**src/psd_pkg.sv**
```systemverilog
`timescale 1ns / 1ps
// ---------------------------------------------------------------------------
// psd_pkg: shared types and constants
// Widths and the stage payload used by the pipelined point-to-segment block.
// ---------------------------------------------------------------------------
package psd_pkg;

  localparam int unsigned CoordW = 24;
  localparam int unsigned DiffW  = 25;
  localparam int unsigned Ab2W   = 50;
  localparam int unsigned DotW   = 51;
  localparam int unsigned TFracW = 16;
  localparam int unsigned TW     = 17;
  localparam int unsigned DistW  = 52;
  localparam int unsigned RemW   = 51;

  // payload handed from one divider cell to the next
  typedef struct packed {
    logic signed [DiffW-1:0] apx;
    logic signed [DiffW-1:0] apy;
    logic signed [DiffW-1:0] abx;
    logic signed [DiffW-1:0] aby;
    logic [Ab2W-1:0]         ab2;
    logic [RemW-1:0]         rem;
    logic [TW-1:0]           quo;
    logic                    clamp;
    logic                    degen;
  } div_t;

endpackage

```
**src/psd_div_cell.sv**
```systemverilog
`timescale 1ns / 1ps
// ---------------------------------------------------------------------------
// psd_div_cell: one restoring division step
// Produces one quotient bit of t (unless the item is clamped) and passes the item to the next cell.
// ---------------------------------------------------------------------------
module psd_div_cell (
  input  logic             clk_i,
  input  logic             rst_ni,
  input  logic             en_i,
  input  logic             valid_i,
  input  psd_pkg::div_t    data_i,
  output logic             valid_o,
  output psd_pkg::div_t    data_o
);

  logic                      valid_q;
  psd_pkg::div_t             data_q, data_d;
  logic [psd_pkg::RemW:0]    shifted;

  // shift remainder and try a subtract
  always_comb begin
    data_d  = data_i;
    shifted = {data_i.rem, 1'b0};
    if (!data_i.clamp && (shifted >= {2'b00, data_i.ab2})) begin
      data_d.rem = psd_pkg::RemW'(shifted - {2'b00, data_i.ab2});
      data_d.quo = {data_i.quo[psd_pkg::TW-2:0], 1'b1};
    end else begin
      data_d.rem = psd_pkg::RemW'(shifted);
      data_d.quo = data_i.clamp ? data_i.quo : {data_i.quo[psd_pkg::TW-2:0], 1'b0};
    end
  end

  always_ff @(posedge clk_i or negedge rst_ni) begin
    if (!rst_ni) begin
      valid_q <= 1'b0;
    end else if (en_i) begin
      valid_q <= valid_i;
    end
  end

  always_ff @(posedge clk_i) begin
    if (en_i) begin
      data_q <= data_d;
    end
  end

  assign valid_o = valid_q;
  assign data_o  = data_q;

endmodule

```
**config.mk**
```make
export PLATFORM = sky130hd
export DESIGN_NAME = psd_div_cell
export DESIGN_NICKNAME = d
export VERILOG_FILES = /design/src/psd_pkg.sv /design/src/psd_div_cell.sv
export SDC_FILE = /design/constraint.sdc
export NUM_CORES = 1
export LEC_CHECK = 0
export BUFFER_PORTS_ARGS = -buffer_cell sky130_fd_sc_hd__buf_2
export CAP_MARGIN = 30
export CORE_AREA = 2 2 174 176
export CTS_BUF_LIST = sky130_fd_sc_hd__clkbuf_4
export CTS_CLUSTER_SIZE = 14
export DETAILED_ROUTE_END_ITERATION = 6
export DIE_AREA = 0 0 176 178
export PLACE_DENSITY = 0.7
export SLEW_MARGIN = 0
export SYNTH_ARGS = -nofsm -noshare
export SYNTH_HDL_FRONTEND = slang
export SYNTH_SLANG_ARGS = --single-unit
```
**constraint.sdc**
```tcl
create_clock -name clk_i -period 1.1 [get_ports clk_i]
set_clock_uncertainty 0.15 [all_clocks]
set_input_delay 0.055 -clock clk_i [delete_from_list [all_inputs] [get_ports clk_i]]
set_output_delay 0.055 -clock clk_i [all_outputs]
set_load 0.05 [all_outputs]
```
==> summary by stage <==
Detailed routing
The via count is 11890. The wire length on met2 is about 26 mm. Dividing the detail-routed wire length by the instance count gives 22.84 um. The amount of wire on met3 after detailed routing is 4.535 mm.

The count of routing violations after the opening detailed-route iteration is around 1100. The routed length on met1 is 19.31 mm. The first detailed-routing pass ran for 5 iterations. In this run the top signal layer used is met5. For this block, the routed nets add up to approximately 53 mm of wire.

Using the TritonRoute via totals, the vias-per-cell ratio works out to approximately 5. The post-detailed-route count of antenna-violating nets is 0. After detailed routing, the number of remaining DRC violations is 0.

Pwr
Summed over all cells, the static leakage comes to 0.009616 uW. The final total power is 29120 uW. The cell area power density is 1333 mW/mm^2.

The worst voltage drop across the vdd grid is 1008 uV.

Global route
Across every metal layer, demand over resource in global routing totals 0.3167. The first global-routing pass estimated 74.27 mm of wire. The number of antenna violations at the first check in global routing is 10. The maximum number of pins on one net before global-route repair is 31.

For this run the aggregate overflow at the end of global routing stands at 0. The via count of the first global-routing pass was 12350.

Clocking
CTS built an H-tree with a depth of 2. The clock tree root buffer cell is sky130_fd_sc_hd__clkbuf_4. The largest buffer count on any clock path is 3. The latest clock arrival within the worst-skew pair is about 0.7 ns. Clock tree synthesis found a total of 221 sinks. Clock-pin slew was measured on the worst setup and hold paths at 0.07 ns. TritonCTS created 58 clock buffers. The TritonCTS clock tree is yes.

Synth
Yosys printed 0 warnings. The synthesized design contains 220 enable-type register cells. The share of synthesized area in the top cell type comes to 0.6125. Among all flip-flop cells after synthesis, the most frequent one is sky130_fd_sc_hd__edfxtp_1. The distinct cell type count of the synthesized netlist is 78.

The synthesized net count is 1107. The share of synthesized flip-flops with an asynchronous set or reset is 0.004525. After synthesis the cells add up to between 0.01 and 0.015 sq mm. The proportion of synthesized chip area in sequential cells is 0.6148. The average cell area after synthesis is 12.96 sq um.

The biggest area consumer among synthesized cells is sky130_fd_sc_hd__edfxtp_1. Synthesis inferred 221 register bits. By area the synthesized netlist is led by sky130_fd_sc_hd__edfxtp_1 61%, sky130_fd_sc_hd__ha_1 5.8%, sky130_fd_sc_hd__mux2_2 3.1%.

The instance count of the mapped netlist is around 830.

Timing
The final count of pins violating max slew came to 0. Measured against its own limit, the worst slew margin works out to 0.5482. The count of endpoints failing hold in the final timing report is 55. For the finished layout, the period the worst path requires is approximately 2.2 ns. Setup repair after global routing could not meet its margin everywhere. Setup slack on the critical path of the routed design comes to -1.104 ns. The number of setup violations in the final report is 286. Across all hold checks on the routed design, the worst slack comes to -0.6084 ns. The worst-margin pin slew is between 0.6 and 0.7 ns. In the finished design, the share of the clock period the worst path needs comes to 2.004. Derived from the worst setup path, the maximum achievable clock frequency is 453.6 MHz.

Worst hold path
The hold path depth is 1. The class of the tightest hold or removal check is in -> reg. The worst hold path terminates at data_o[86]. The start point of the worst hold path is data_i[86].

Final layout
Counting the fill cells in the layout gives 1776. In the layout the commonest cells are 305 x sky130_fd_sc_hd__dlygate4sd3_1, 243 x sky130_fd_sc_hd__buf_6, 235 x sky130_fd_sc_hd__buf_4. From synthesis to final layout, the design area changed by 102.5%. The most common cell after layout, fill and taps aside is sky130_fd_sc_hd__dlygate4sd3_1. The fraction of final layout cells with drive strength greater than 1 is 0.5120. The number of nets at the end of the flow is between 2000 and 2500.

Outcome
The flow ran to the end, but the final reports show violations. The checks that failed: negative hold slack, negative setup slack.

Critical path
The worst setup path is launched from a primary input. The endpoint arrival time on the critical path is 2.51 ns. The critical path class is in -> reg. The launch instance of the worst register-to-register path is valid_o.

The top fanout value on the critical path is 5. The type of element capturing the critical path is a flop. The number of cell instances on the worst register-to-register path is 1. The register-to-register setup slack is around 0.13 ns. Data on the critical path is required at its endpoint by 1.41 ns.

The capturing point of the worst reg2reg path is valid_o.

Run
Max-cap violations in this run came to 0.

Floorplanning
The vertical die dimension is around 180 um. The I/O pin count is 445. The die span in x is roughly 180 um. The number of rows created at floorplan is 63. The die covers 0.03133 sq mm. The core outline area is around 0.029 sq mm.

The effective utilization at floorplan is 0.3668.

Placed design
The global placement routability congestion is 0.9354. The number of port buffers is 444. The placed wire-length estimate is approximately 31 mm.
-- synth_stat cells, types with 3 or more instances --
cell type and count:
sky130_fd_sc_hd__a31oi_1 11, sky130_fd_sc_hd__mux2_2 30, sky130_fd_sc_hd__buf_4 3, sky130_fd_sc_hd__o31ai_1 5, sky130_fd_sc_hd__nand4_1 16, sky130_fd_sc_hd__edfxtp_1 220
sky130_fd_sc_hd__a21o_2 4, sky130_fd_sc_hd__nand2b_1 4, sky130_fd_sc_hd__buf_2 9, sky130_fd_sc_hd__nor3_1 9, sky130_fd_sc_hd__a21oi_1 52, sky130_fd_sc_hd__nand3_1 12
sky130_fd_sc_hd__or3_1 4, sky130_fd_sc_hd__ha_1 50, sky130_fd_sc_hd__xnor2_1 30, sky130_fd_sc_hd__a21o_1 20, sky130_fd_sc_hd__o21bai_1 15, sky130_fd_sc_hd__nand2_1 69
sky130_fd_sc_hd__a211oi_1 7, sky130_fd_sc_hd__nor2_1 30, sky130_fd_sc_hd__o41ai_1 3, sky130_fd_sc_hd__inv_1 66, sky130_fd_sc_hd__nor2b_1 3, sky130_fd_sc_hd__o21ai_0 31
sky130_fd_sc_hd__o211ai_1 3, sky130_fd_sc_hd__o21ai_1 24, sky130_fd_sc_hd__and3_1 6, sky130_fd_sc_hd__mux2_1 4, sky130_fd_sc_hd__xor2_1 18, sky130_fd_sc_hd__clkbuf_1 13
-- timing repair --
action                                 in CTS  in global routing
pin swaps                                  33                 29
cloned                                      5                  4
endpoints found under the hold margin     442                 81
gates resized for setup                   570                 47
hold buffers                              286                 22
setup buffers                              23                 13
setup endpoints to repair                 273                291
-- cell families after synthesis --
group / after synthesis / synth area share
muxes: 35 / 0.03689
adders and majority gates: 51 / 0.05986
DFF: 221 / 0.6148
and+or+nand+nor: 167 / 0.07320
xor gates and xnor gates: 48 / 0.03898
buffers and inverters: 98 / 0.03921
AOI/OAI and AO/OA: 212 / 0.1370
-- how the worst max path moves through the flow --
| stage | start | to | cells after the start |
|---|---|---|---|
| finish | data_i[76] | data_o[54] | 14 |
| global route | data_i[82] | data_o[69] | 15 |
| detailed placement | data_i[92] | data_o[52] | 10 |
| floorplan | data_i[70] | data_o[53] | 11 |
| CTS | data_i[70] | data_o[53] | 12 |
| global placement | data_i[70] | data_o[38] | 13 |
-- state kept, by name (all words and copies together), names as in the netlist --
signal / flops
valid_o: 1
data_o: 220
-- power by group --
group	switching [uW]	internal, uW
Sequential	492	10200
Combinational	6060	4900
Clock	3960	3510
-- critical path, stage by stage --
cell and delay (ns):
sky130_fd_sc_hd__buf_2 0.11, sky130_fd_sc_hd__inv_1 0.11, sky130_fd_sc_hd__ha_4 0.22, sky130_fd_sc_hd__or2_4 0.24
sky130_fd_sc_hd__buf_4 0.13, sky130_fd_sc_hd__a21o_2 0.22, sky130_fd_sc_hd__o31ai_2 0.07, sky130_fd_sc_hd__buf_4 0.17
sky130_fd_sc_hd__o2111a_1 0.23, sky130_fd_sc_hd__a21oi_4 0.10, sky130_fd_sc_hd__buf_4 0.15, sky130_fd_sc_hd__buf_6 0.12
sky130_fd_sc_hd__a22o_4 0.27, sky130_fd_sc_hd__mux2_4 0.31
-- layout make-up --
cell class / instances / area [sq um] / share of cell area
Antenna cell: 9 / 22.52 / 0.001031
Clock buffer: 84 / 630.6 / 0.02887
Clock inverter: 17 / 78.83 / 0.003609
Inverter: 66 / 282.8 / 0.01295
Multi-Input combinational cell: 516 / 4629 / 0.2120
Sequential cell: 221 / 6633 / 0.3037
Tap cell: 390 / 488.0 / 0.02234
Timing Repair Buffer: 1016 / 9075 / 0.4155
-- stage by stage --
stage / cell area (sq um) / utilization / TNS, ns / cells / worst slack, ns
detailed placement: 15430 / 0.5250 / -96.10 / 1858 / -1.885
finish: 21840 / 0.7428 / -143.69 / 2319 / -1.104
global placement: 15430 / 0.5250 / -95.51 / 1858 / -1.844
floorplan: 11150 / - / -69.55 / 832 / -1.535
global route: 21830 / 0.7425 / -155.72 / 2316 / -1.157
CTS: 21230 / 0.7219 / -141.66 / 2273 / -1.020
-- routing by layer --
metal,vias to the layer above,GRT usage
met5,-,0
met4,6,0.1787
met3,186,0.08802
met2,723,0.5463
met1,5705,0.3542
li1,5269,-
No activity file was read; power rests on OpenSTA's default activity.
